<file path="config.mk">
export PLATFORM = sky130hd
export DESIGN_NAME = bog_ctrl
export DESIGN_NICKNAME = d
export VERILOG_FILES = /design/src/hdl/bog_pkg.sv /design/src/hdl/bog_ctrl.sv
export VERILOG_INCLUDE_DIRS = /design/src /design/src/hdl
export SDC_FILE = /design/constraint.sdc
export NUM_CORES = 1
export LEC_CHECK = 0
export BUFFER_PORTS_ARGS = -buffer_cell sky130_fd_sc_hd__buf_2
export CORE_AREA = 2 2 39 41
export CTS_CLUSTER_DIAMETER = 120
export CTS_CLUSTER_SIZE = 14
export DETAILED_ROUTE_END_ITERATION = 8
export DIE_AREA = 0 0 41 43
export MAX_ROUTING_LAYER = met4
export SLEW_MARGIN = 20
export SYNTH_ARGS = -nofsm -noshare
export SYNTH_HDL_FRONTEND = slang
export SYNTH_SLANG_ARGS = --single-unit
</file>
<file path="constraint.sdc">
create_clock -name aclk -period 1.5 [get_ports aclk]
set_input_delay 0.075 -clock aclk [delete_from_list [all_inputs] [get_ports aclk]]
set_output_delay 0.075 -clock aclk [all_outputs]
set_load 0.03 [all_outputs]
</file>
<file path="src/hdl/assert_macros.svh">
// Assertion macros shared by the band onset gate RTL.
// Each macro expands to one labeled concurrent assertion that reports by $error.
`ifndef ASSERT_MACROS_SVH
`define ASSERT_MACROS_SVH

// cond must hold at every clock edge out of reset
`define BOG_ASSERT(label, clk, rst_n, cond, msg) \
    label: assert property (@(posedge clk) disable iff (!rst_n) (cond)) \
        else $error(msg);

// ante implies cons in the same cycle
`define BOG_ASSERT_IMP(label, clk, rst_n, ante, cons, msg) \
    label: assert property (@(posedge clk) disable iff (!rst_n) (ante) |-> (cons)) \
        else $error(msg);

// ante implies cons in the next cycle
`define BOG_ASSERT_NXT(label, clk, rst_n, ante, cons, msg) \
    label: assert property (@(posedge clk) disable iff (!rst_n) (ante) |=> (cons)) \
        else $error(msg);

`endif

</file>
<file path="src/hdl/bog_pkg.sv">
// Package for the band onset gate: defaults, register indexes, controller states
// and the command/status structs between controller and datapath. No dependencies.
`default_nettype none

package bog_pkg;

    localparam int MAX_BANDS_DEF  = 32;
    localparam int MAX_SMOOTH_DEF = 16;
    localparam int MAX_THRESH_DEF = 64;
    localparam int DATA_WIDTH_DEF = 16;

    localparam int CFG_IDX_W  = 3;
    localparam int CFG_DATA_W = 16;
    localparam int OUT_DATA_W = 8;
    localparam int BAND_NUM_W = 5;
    localparam int THRESH_W   = 16;
    localparam int REFR_W     = 8;
    localparam int WARM_W     = 16;
    localparam int SLEN_W     = 5;
    localparam int TLEN_W     = 7;
    localparam int FRAME_W    = 16;

    localparam int MIN_STATS    = 8;
    localparam int K_UNITY      = 256;
    localparam int THRESH_RESET = 256;
    localparam int SLEN_RESET   = 4;
    localparam int TLEN_RESET   = 32;

    typedef enum logic [CFG_IDX_W-1:0] {
        CFG_DETECT_MODE = 3'd0,
        CFG_THRESHOLD   = 3'd1,
        CFG_REFRACTORY  = 3'd2,
        CFG_WARMUP      = 3'd3,
        CFG_SMOOTH_LEN  = 3'd4,
        CFG_THRESH_LEN  = 3'd5
    } cfg_index_t;

    typedef enum logic [3:0] {
        ST_IDLE,
        ST_SUM,
        ST_DIV_INIT,
        ST_DIV,
        ST_PUSH,
        ST_SEL_START,
        ST_SEL_SCAN,
        ST_SEL_BIT,
        ST_MULT,
        ST_DECIDE
    } state_t;

    typedef struct packed {
        logic accept;
        logic acc_sum;
        logic div_init;
        logic div_step;
        logic push;
        logic sel_init;
        logic sel_bit;
        logic scan_sel;
        logic acc_cnt;
        logic mult;
        logic commit;
    } dp_cmd_t;

    typedef struct packed {
        logic scan_done;
        logic div_done;
        logic use_stats;
        logic bit_last;
        logic sel_last;
        logic out_free;
    } dp_sts_t;

endpackage

`default_nettype wire

</file>
<file path="src/hdl/bog_ctrl.sv">
// Controller of the band onset gate: sequences accept, mean, selection and decision.
// Depends on bog_pkg and assert_macros.svh.
`default_nettype none
`include "assert_macros.svh"

module bog_ctrl (
    input  wire logic             aclk,
    input  wire logic             aresetn,
    input  wire logic             s_tvalid,
    output logic                  s_tready,
    input  wire bog_pkg::dp_sts_t sts,
    output bog_pkg::dp_cmd_t      cmd
);

    bog_pkg::state_t state_reg, state_next;

    always_ff @(posedge aclk) begin
        if (!aresetn) begin
            state_reg <= bog_pkg::ST_IDLE;
        end else begin
            state_reg <= state_next;
        end
    end

    always_comb begin
        state_next = state_reg;
        case (state_reg)
            bog_pkg::ST_IDLE:      if (s_tvalid) state_next = bog_pkg::ST_SUM;
            bog_pkg::ST_SUM:       if (sts.scan_done) state_next = bog_pkg::ST_DIV_INIT;
            bog_pkg::ST_DIV_INIT:  state_next = bog_pkg::ST_DIV;
            bog_pkg::ST_DIV:       if (sts.div_done) state_next = bog_pkg::ST_PUSH;
            bog_pkg::ST_PUSH: begin
                state_next = sts.use_stats ? bog_pkg::ST_SEL_START : bog_pkg::ST_DECIDE;
            end
            bog_pkg::ST_SEL_START: state_next = bog_pkg::ST_SEL_SCAN;
            bog_pkg::ST_SEL_SCAN:  if (sts.scan_done) state_next = bog_pkg::ST_SEL_BIT;
            bog_pkg::ST_SEL_BIT: begin
                if (!sts.bit_last) begin
                    state_next = bog_pkg::ST_SEL_SCAN;
                end else if (sts.sel_last) begin
                    state_next = bog_pkg::ST_MULT;
                end else begin
                    state_next = bog_pkg::ST_SEL_START;
                end
            end
            bog_pkg::ST_MULT:      state_next = bog_pkg::ST_DECIDE;
            bog_pkg::ST_DECIDE:    if (sts.out_free) state_next = bog_pkg::ST_IDLE;
            default:               state_next = bog_pkg::ST_IDLE;
        endcase
    end

    always_comb begin
        cmd      = '0;
        s_tready = 1'b0;
        case (state_reg)
            bog_pkg::ST_IDLE: begin
                s_tready   = 1'b1;
                cmd.accept = s_tvalid;
            end
            bog_pkg::ST_SUM:       cmd.acc_sum  = 1'b1;
            bog_pkg::ST_DIV_INIT:  cmd.div_init = 1'b1;
            bog_pkg::ST_DIV:       cmd.div_step = !sts.div_done;
            bog_pkg::ST_PUSH:      cmd.push     = 1'b1;
            bog_pkg::ST_SEL_START: begin
                cmd.sel_init = 1'b1;
                cmd.scan_sel = 1'b1;
            end
            bog_pkg::ST_SEL_SCAN:  cmd.acc_cnt  = 1'b1;
            bog_pkg::ST_SEL_BIT: begin
                cmd.sel_bit  = 1'b1;
                cmd.scan_sel = !sts.bit_last;
            end
            bog_pkg::ST_MULT:      cmd.mult     = 1'b1;
            bog_pkg::ST_DECIDE:    cmd.commit   = sts.out_free;
            default:               cmd          = '0;
        endcase
    end

    `BOG_ASSERT_NXT(a_accept_to_sum, aclk, aresetn, cmd.accept, state_reg == bog_pkg::ST_SUM, "accepted word did not start the mean scan")
    `BOG_ASSERT_IMP(a_commit_only_decide, aclk, aresetn, cmd.commit, state_reg == bog_pkg::ST_DECIDE && sts.out_free, "commit outside decision")
    `BOG_ASSERT_IMP(a_ready_only_idle, aclk, aresetn, s_tready, state_reg == bog_pkg::ST_IDLE, "input ready outside idle")

endmodule

`default_nettype wire

</file>
# == Word level (Yosys, flattened, before mapping) ==
# Cells that the tools add are included.
# Widths: inputs -> output; s select.
# word_totals
regBits,4
in_bits,9
wordCells,40
output_inout_bits,12
# op_classes
n_reduce_logical,4
eq_ne,14
mux,21
# op_table
operator,n
$pmux 4 s10,1
$mux 4,8
$eq 4x3->1 const B,4
$mux 1,11
$ne 2x2->1 const B,5
$eq 4x2->1 const B,2
$eq 4x4->1 const B,2
$reduce_and 5->1,1
$eq 4x1->1 const B,1
$logic_not 4->1,1
$logic_not 1->1,2
$pmux 1 s2,1

# == Longest topological paths before layout ==
# Gate-level depths: netlist (run 1).
# logic_depth
word_depth,3
depth_mapped,6
ltp_nobuf,4

# == Least setup slack after synthesis (run 1) ==
# No wires, ideal clock.
# synth_timing
kind,reg-to-output
from,register state_reg[1]
to,output cmd[10] (netlist name)
stages_incl_launch_ff,5
required_time_ns,1.425
n_path_buf,2
t_arrival_ns,1.614
setup_slack_ns,-0.189
cell_sequence,dfxtp_1 buf_6 buf_4 nor4_2 and2_1
# synth_rtl
element,line_no,source
from (decl),bog_ctrl.sv:15,"bog_pkg::state_t state_reg, state_next;"
from (signal assigned),bog_ctrl.sv:19,state_reg <= bog_pkg::ST_IDLE;
from (signal assigned),bog_ctrl.sv:21,state_reg <= state_next;
to (decl),bog_ctrl.sv:12,output bog_pkg::dp_cmd_t cmd

==> results by stage, run 1 <==
Floorplan:
- 21 I/O pins were placed.
- The placeable core region is 1380 sq um.
- The die covers roughly 1800 sq um.
- The count of standard-cell rows is 14.
- The die is between 40 and 50 um wide.
- The floorplan step set the die height to about 43 um.
- For this configuration, the core starts out at a cell density of 0.297.

Logic synthesis:
- The cell type with the largest total area after synthesis is sky130_fd_sc_hd__dfxtp_1.
- The area share of the largest cell type after synthesis is 0.195.
- The fraction of registers with async set/reset is 0.
- The most used flip-flop cell after synthesis is sky130_fd_sc_hd__dfxtp_1.
- In this run, distinct cell masters in the synthesized netlist total 26.
- The number of nets handed over by synthesis was 70.
- The share of the Yosys chip area taken by registers is 0.195.
- Sorting the synthesized cells by area gives the leading types as sky130_fd_sc_hd__dfxtp_1, sky130_fd_sc_hd__nor3_1, sky130_fd_sc_hd__nor2_1, sky130_fd_sc_hd__nand2b_1, sky130_fd_sc_hd__a31oi_1.
- The average cell area after synthesis is around 6.7 sq um.
- Synthesis produced about 60 cells.
- Counting flops and latches in the post-synthesis netlist gives 4.
- The number of warnings issued by yosys is 0.
- Yosys mapped a number of flops with a built-in enable equal to 0.
- The netlist area before placement is roughly 410 sq um.
- The commonest cells after synthesis are sky130_fd_sc_hd__nor2_1, sky130_fd_sc_hd__nor3_1, sky130_fd_sc_hd__nand2b_1.

Route:
- The final routed wirelength across all metal layers is between 1000 and 1500 um.
- For this run, design rule violations remaining after detail routing come to 0.
- The starting DRC count in detailed routing is 5.
- The detailed-router iteration count before antenna repair is 4.
- The final routed wire length divided by cell count is approximately 11 um.
- The number of nets still failing antenna checks after routing is 0.
- The routed via count is 509.
- The via count normalized by instance count is 4.94.

Timing:
- The worst max-slew margin expressed relative to the limit is 0.820.
- The achievable frequency is just under 0.7 GHz.
- The smallest clock period supported by the final layout is computed as about 1.4 ns.
- The number of failing setup endpoints in the final timing report is 0.
- In the post-route analysis, the smallest setup slack over all paths is between 0.06 and 0.07 ns.
- The summed negative setup slack over all endpoints is 0 ns.
- The final-report max-slew violation count came to 0.
- Setup repair after global routing left no endpoint under its margin.
- The slew at the pin closest to its max-slew limit is between 0.2 and 0.3 ns.
- The maximum clock skew at final layout is around 0.0036 ns.
- The final-report hold violation count is 0.
- The final worst hold slack is approximately 0.12 ns.
- The ratio of final minimum period to clock period is 0.959.

Status:
- The run finished with clean final reports.

Clock tree:
- The root buffer selected by CTS is sky130_fd_sc_hd__clkbuf_4.
- Counting along the longest clock path gives a buffer depth of 2.
- CTS built an H-tree with a depth of 1.
- The TritonCTS clock tree is yes.
- TritonCTS created 3 clock buffers.
- The number of sinks on the clock net is 4.
- The setup fix buffers added after clock tree synthesis is 0.
- The clock latency on the worst-skew pair is approximately 0.23 ns.
- The clock-pin slew on the worst setup and hold paths is ~0.040 ns.

Cells and area:
- The flip-flop count of the largest register, all copies and words added is 4.
- The final layout net count is 98.
- The final design instance area without fill is roughly 600 sq um.
- In the final layout, the share of cells above drive strength 1 is 0.402.
- The fill cell instance count of the final layout is approximately 150.
- Summing all multi-input logic gate instances after layout gives 294 sq um.
- Summing all flip-flop and latch instances after layout gives 82.6 sq um.
- The antenna diode count is 0.
- The utilization after layout is 0.427.
- From synthesis to final layout, the design area changed by 43.5%.

GRT:
- The final global-route overflow total is 0.
- The met3 track demand over resource is 0.0157.
- The global-route usage over all layers is 0.146.
- The maximum number of pins on one net before global-route repair is 12.
- The initial antenna violation count is 0.
- For met2 alone, demand over resource in global routing was 0.238.
- The first-pass GRT wire length is 1700 um.
- The met1 track utilization from global routing is 0.165.
- The via count of the first global-routing pass came to about 440.
- The highest-utilization routing layer at the global route stage is met2.

Worst hold path:
- In this run the worst hold path is classified as input pin to flop.

Placement:
- The half-perimeter wire length after placement is 898 um.
- The number of buffers added on ports is 20.
- The congestion estimate from routability-driven global placement came to 0.751.
- Once placement finished, the instance area stood at roughly 570 sq um.
- At the placement stage, the worst setup path has a slack of about 0.14 ns.

Power and ir drop:
- The power density normalized to cell area is between 700 and 800 nW/um^2.
- IR analysis of the VDD net gives a maximum drop of around 0.00024 V.
- The analysis attributes to cell leakage a power of between 0.2 and 0.3 nW.

Setup path:
- The critical path arrival is between 1 and 1.5 ns.
- For the worst setup path, the data required time is ~1.4 ns.
- In this run the worst path has a maximum fanout of 8.
- The path type of the worst setup path is flop to output pin.
- The type of destination of the critical path is an output pin.
- STA classifies the critical path startpoint as a flop.

Run:
- Across the run, the number of max-cap violations was 0.
[metrics by stage]
stage	std cells	power [W]
after floorplan	61	0.000237
after global placement	100	0.000284
final	103	0.000415
after detailed placement	100	0.000285
after global routing	103	0.000440
after CTS	103	0.000421
[final timing paths]
| path | start | end | slack, ns | cells after the start |
|---|---|---|---|---|
| max | state_reg[0]$_SDFFE_PN0P_ | cmd[10] | 0.06 | 4 |
| min | aresetn | state_reg[2]$_SDFFE_PN0P_ | 0.12 | 3 |
| max reg2reg | state_reg[0]$_SDFFE_PN0P_ | state_reg[0]$_SDFFE_PN0P_ | 0.14 | 5 |
| min reg2reg | state_reg[1]$_SDFFE_PN0P_ | state_reg[1]$_SDFFE_PN0P_ | 0.58 | 2 |
[worst max-delay path, cell delays in order, from the launching register on]
cell and delay [ns]:
sky130_fd_sc_hd__dfxtp_1 0.37, sky130_fd_sc_hd__buf_4 0.18, sky130_fd_sc_hd__nor4_4 0.25, sky130_fd_sc_hd__and2_1 0.15, sky130_fd_sc_hd__buf_2 0.19
[logic make-up (layout without fill, tap and decap cells)]
| family | Yosys count | in the layout | share of synthesized area |
|---|---|---|---|
| and+or+nand+nor | 37 | 37 | 0.486 |
| AOI/OAI and AO/OA | 11 | 11 | 0.182 |
| buffers and inverters | 8 | 34 | 0.112 |
| DFF | 4 | 4 | 0.195 |
| muxes | 1 | 1 | 0.0243 |
[cell type report]
class,instances,area share
flip-flops and latches,4,0.140
inverters,3,0.0191
well taps,16,0.0339
clock buffers,3,0.0381
multi-input cells,49,0.498
repair buffers,28,0.271
[repair_timing]
item                                    4_1_cts  5_1_grt
gates resized for setup                       1        1
endpoints found under the setup margin        1        5
hold buffers                                  0        0
[placed cells by master, fill, tap and decap left out]
master and instances:
sky130_fd_sc_hd__buf_4 8, sky130_fd_sc_hd__a21oi_1 2, sky130_fd_sc_hd__a211oi_2 1, sky130_fd_sc_hd__dfxtp_1 2
sky130_fd_sc_hd__inv_1 2, sky130_fd_sc_hd__or3_1 1, sky130_fd_sc_hd__o21ai_1 1, sky130_fd_sc_hd__o31ai_1 1
sky130_fd_sc_hd__clkinv_1 1, sky130_fd_sc_hd__and4bb_1 1, sky130_fd_sc_hd__dfxtp_2 2, sky130_fd_sc_hd__a31oi_1 4
sky130_fd_sc_hd__nor2_1 10, sky130_fd_sc_hd__nor4_1 2, sky130_fd_sc_hd__nand2_1 3, sky130_fd_sc_hd__clkbuf_4 3
sky130_fd_sc_hd__nor2b_1 1, sky130_fd_sc_hd__and2_1 1, sky130_fd_sc_hd__mux2i_1 1, sky130_fd_sc_hd__nand2b_1 5
sky130_fd_sc_hd__nor3b_1 1, sky130_fd_sc_hd__nor3_1 10, sky130_fd_sc_hd__nor4_4 1, sky130_fd_sc_hd__or2_1 1
sky130_fd_sc_hd__a211oi_1 2, sky130_fd_sc_hd__buf_2 20
[per-layer routing]
layer	vias up	part of all wire
li1	272	-
met1	223	0.46
met2	14	0.49
met3	0	0.056
met4	0	0
met5	-	0
[report_power, final]
group | total, W | leakage, nW | internal [W] | switching [W]
sequential | 0.000127 | 0.0336 | 0.000113 | 0.0000133
combinational | 0.000157 | 0.228 | 0.0000684 | 0.0000882
clock | 0.000132 | 0.0138 | 0.0000894 | 0.0000426
Power figures use the tool's default switching activity.
==> inputs of run 2 (changes only) <==
==> constraint.sdc (replaced) <==
create_clock -name aclk -period 1.5 [get_ports aclk]
set_input_delay 0.075 -clock aclk [delete_from_list [all_inputs] [get_ports aclk]]
set_output_delay 0.075 -clock aclk [all_outputs]
set_load 0.05 [all_outputs]
==> run 2 against run 1 <==
  * Non-clock buffer count up 1
  * Worst hold slack got worse by 0.013 ns
  * Die area is the same
  * Combinational power is 22% higher
  * Maximum frequency increased by 1.9%
  * Cell count grew 0.97%
  * Worst setup slack better by 0.027 ns
  * Core utilization rose by 3.2 points
  * Clock skew up 0.0049 ns
  * Critical endpoint unchanged
  * Largest cell class unchanged
==> results by stage, run 2 (synthesis results as in run 1) <==
Timing:
- The worst max-slew margin expressed relative to the limit is 0.813 (-0.00731).
- The slew at the pin closest to its max-slew limit is 0.279 ns (+0.0109 ns).
- The time the worst path needs with I/O delays and setup is 1.41 ns (-0.0274 ns).
- The summed negative setup slack over all endpoints is 0 ns (unchanged).
- The maximum clock skew at final layout is 0.00850 ns (+0.00487 ns).
- The final-report max-slew violation count is 0 (unchanged).
- The final-report hold violation count is 0 (unchanged).
- Setup repair after global routing left no endpoint under its margin.
- The achievable frequency came to 0.708 GHz (+1.9%).
- The ratio of final minimum period to clock period is 0.941 (-0.0183).
- The number of failing setup endpoints in the final timing report is 0 (unchanged).

GRT:
- The maximum number of pins on one net before global-route repair is 11 (-1).
- The first-pass GRT wire length is 1790 um (+5.7%).
- The via count of the first global-routing pass is 475 (+8.4%).
- The global-route usage over all layers is 0.156 (+0.00999).
- The final global-route overflow total is 0 (unchanged).
- The initial antenna violation count came to 0 (unchanged).

Clock tree:
- The number of buffers created by CTS is 3 (unchanged).
- The clock-pin slew on the worst setup and hold paths came to 0.04 ns (about the same).
- The maximum clock insertion buffer count was 2 (unchanged).
- TritonCTS built the clock tree.
- The number of hold-repair buffers added at the cts stage is 0 (unchanged).
- The number of sinks on the clock net is 4 (unchanged).
- The clock latency on the worst-skew pair came to 0.25 ns (+0.02 ns).
- The root buffer selected by CTS is sky130_fd_sc_hd__clkbuf_4.
- The total number of H-tree levels is 1 (unchanged).

Setup path:
- The longest individual stage delay on the worst path is 0.34 ns (-0.03 ns).
- The required time at the endpoint of the critical path is 1.42 ns (about the same).
- On the critical path, the stage with the largest delay is an instance of sky130_fd_sc_hd__dfxtp_2.
- The signal on the critical path passes through buf_4, nor4_4, and2_4, buf_8.
- The critical path startpoint category is a flop.
- The maximum fanout along the worst path is 6 (-2).
- The setup path with the least slack is of type flop to output pin.
- The critical path arrival is 1.34 ns (-0.02 ns).
- STA classifies the critical path endpoint as an output pin.

Cells and area:
- The library cell used most frequently in the layout, excluding fill and tap cells, is sky130_fd_sc_hd__buf_2.
- The area added between synthesis and finish is 54.1%.
- The flip-flop count of the largest register, all copies and words added was 4 (unchanged).
- The antenna diode count is 0 (unchanged).
- The share of final-layout standard cells stronger than drive strength 1 is 0.477 (+0.0750).
- The final layout net count was 99 (+1.0%).
- The final design instance area without fill is 634 sq um (+7.4%).
- The top cell types in the final layout, fill and taps aside, are sky130_fd_sc_hd__buf_2, sky130_fd_sc_hd__buf_4, sky130_fd_sc_hd__nor2_1.

Route:
- The DRC violation count after routing is 0 (unchanged).
- The detailed-router iteration count before antenna repair is 4 (unchanged).
- The starting DRC count in detailed routing came to 17 (+12).
- The final routed wire length divided by cell count came to 11.7 um (+7.3%).
- The via count normalized by instance count came to 5.16 (+4.5%).
- The final routed wirelength across all metal layers came to 1220 um (+8.3%).
- The number of nets still failing antenna checks after routing was 0 (unchanged).
- The routed via count is 537 (+5.5%).

Floorplan:
- The placeable core region is 1380 sq um (unchanged).
- The count of standard-cell rows is 14 (unchanged).
- The area enclosed by the die boundary is 1760 sq um (unchanged).
- The initial core utilization came to 0.297 (unchanged).
- The horizontal extent of the die is 41 um (unchanged).
- The I/O pin count was 21 (unchanged).
- The height of the die is 43 um (unchanged).

Run:
- The number of max-cap violations came to 0 (unchanged).

Power and ir drop:
- The static power due to leakage was 0.298 nW (+8.1%).
- The power density normalized to cell area is 732 nW/um^2 (+4.1%).
- The sum of internal, switching and leakage power is 0.000465 W (+12%).
- The worst IR drop on VDD is 0.000313 V (+33%).

Placement:
- The routability congestion estimate is 0.748 (-0.31%).
- The half-perimeter wire length after placement was 965 um (+7.5%).
- The placement-stage cell area is 592 sq um (+4.6%).
- The number of buffers added on ports is 20 (unchanged).

Status:
- The run finished with clean final reports.

Worst hold path:
- The class of the worst hold path is input pin to flop.
## run 2: changes by cell type in the layout (fill, tap and decap cells not counted), moves of 2 or more
cell | before | now
sky130_fd_sc_hd__buf_2 | 20 | 18
sky130_fd_sc_hd__buf_4 | 8 | 10
sky130_fd_sc_hd__nor3_1 | 10 | 8
sky130_fd_sc_hd__nor3_2 | 0 | 2
## run 2: layout make-up
cell class	count	area, sq um
fill	135	749
multi-input combinational	49	314
tap	16	20.0
timing repair buffer	29	180
sequential	4	86.3
clock buffer	3	22.5
inverter	3	11.3
## run 2: worst max-delay path: cells and delay by family, from the launching register on
family	cells	cell delay, ns
flip-flops	1	0.34
buffers and inverters	2	0.30
AND/OR/NAND/NOR	2	0.46
## run 2: layer usage
layer  up-vias  global-route usage  part of all wire
met1       239               0.154              0.44
met5         -                   -                 0
li1        275                   -                 -
met2        21               0.259              0.48
met3         2              0.0157             0.059
met4         0               0.120             0.020
## run 2: repair_timing
item	in CTS	in global routing
endpoints found under the setup margin	7	2
resized for setup	4	6
pin swaps	0	2
buffers inserted	0	0
## run 2: stage by stage
step,setup WS (ns),std cells,util,hold WS (ns)
after detailed placement,0.0971,101,0.428,0.366
after floorplan,-0.300,61,-,0.234
final,0.0883,104,0.458,0.107
after CTS,0.0160,104,0.450,0.101
after global placement,0.150,101,0.428,0.364
after global routing,0.0279,104,0.458,0.119
## run 2: path summary, 6_finish.rpt
| path | startpoint | to | slack (ns) | cells past startpoint |
|---|---|---|---|---|
| worst max-delay path | state_reg[2]$_SDFFE_PN0P_ | cmd[10] | 0.09 | 4 |
| worst min-delay path | aresetn | state_reg[1]$_SDFFE_PN0P_ | 0.11 | 3 |
| worst max register to register | state_reg[1]$_SDFFE_PN0P_ | state_reg[0]$_SDFFE_PN0P_ | 0.15 | 5 |
| worst min register to register | state_reg[2]$_SDFFE_PN0P_ | state_reg[1]$_SDFFE_PN0P_ | 0.54 | 2 |
## run 2: power by group
part	total, W	internal [W]	switching [W]
Sequential	0.000128	0.000113	0.0000150
Combinational	0.000192	0.0000780	0.000114
Clock	0.000144	0.0000901	0.0000539
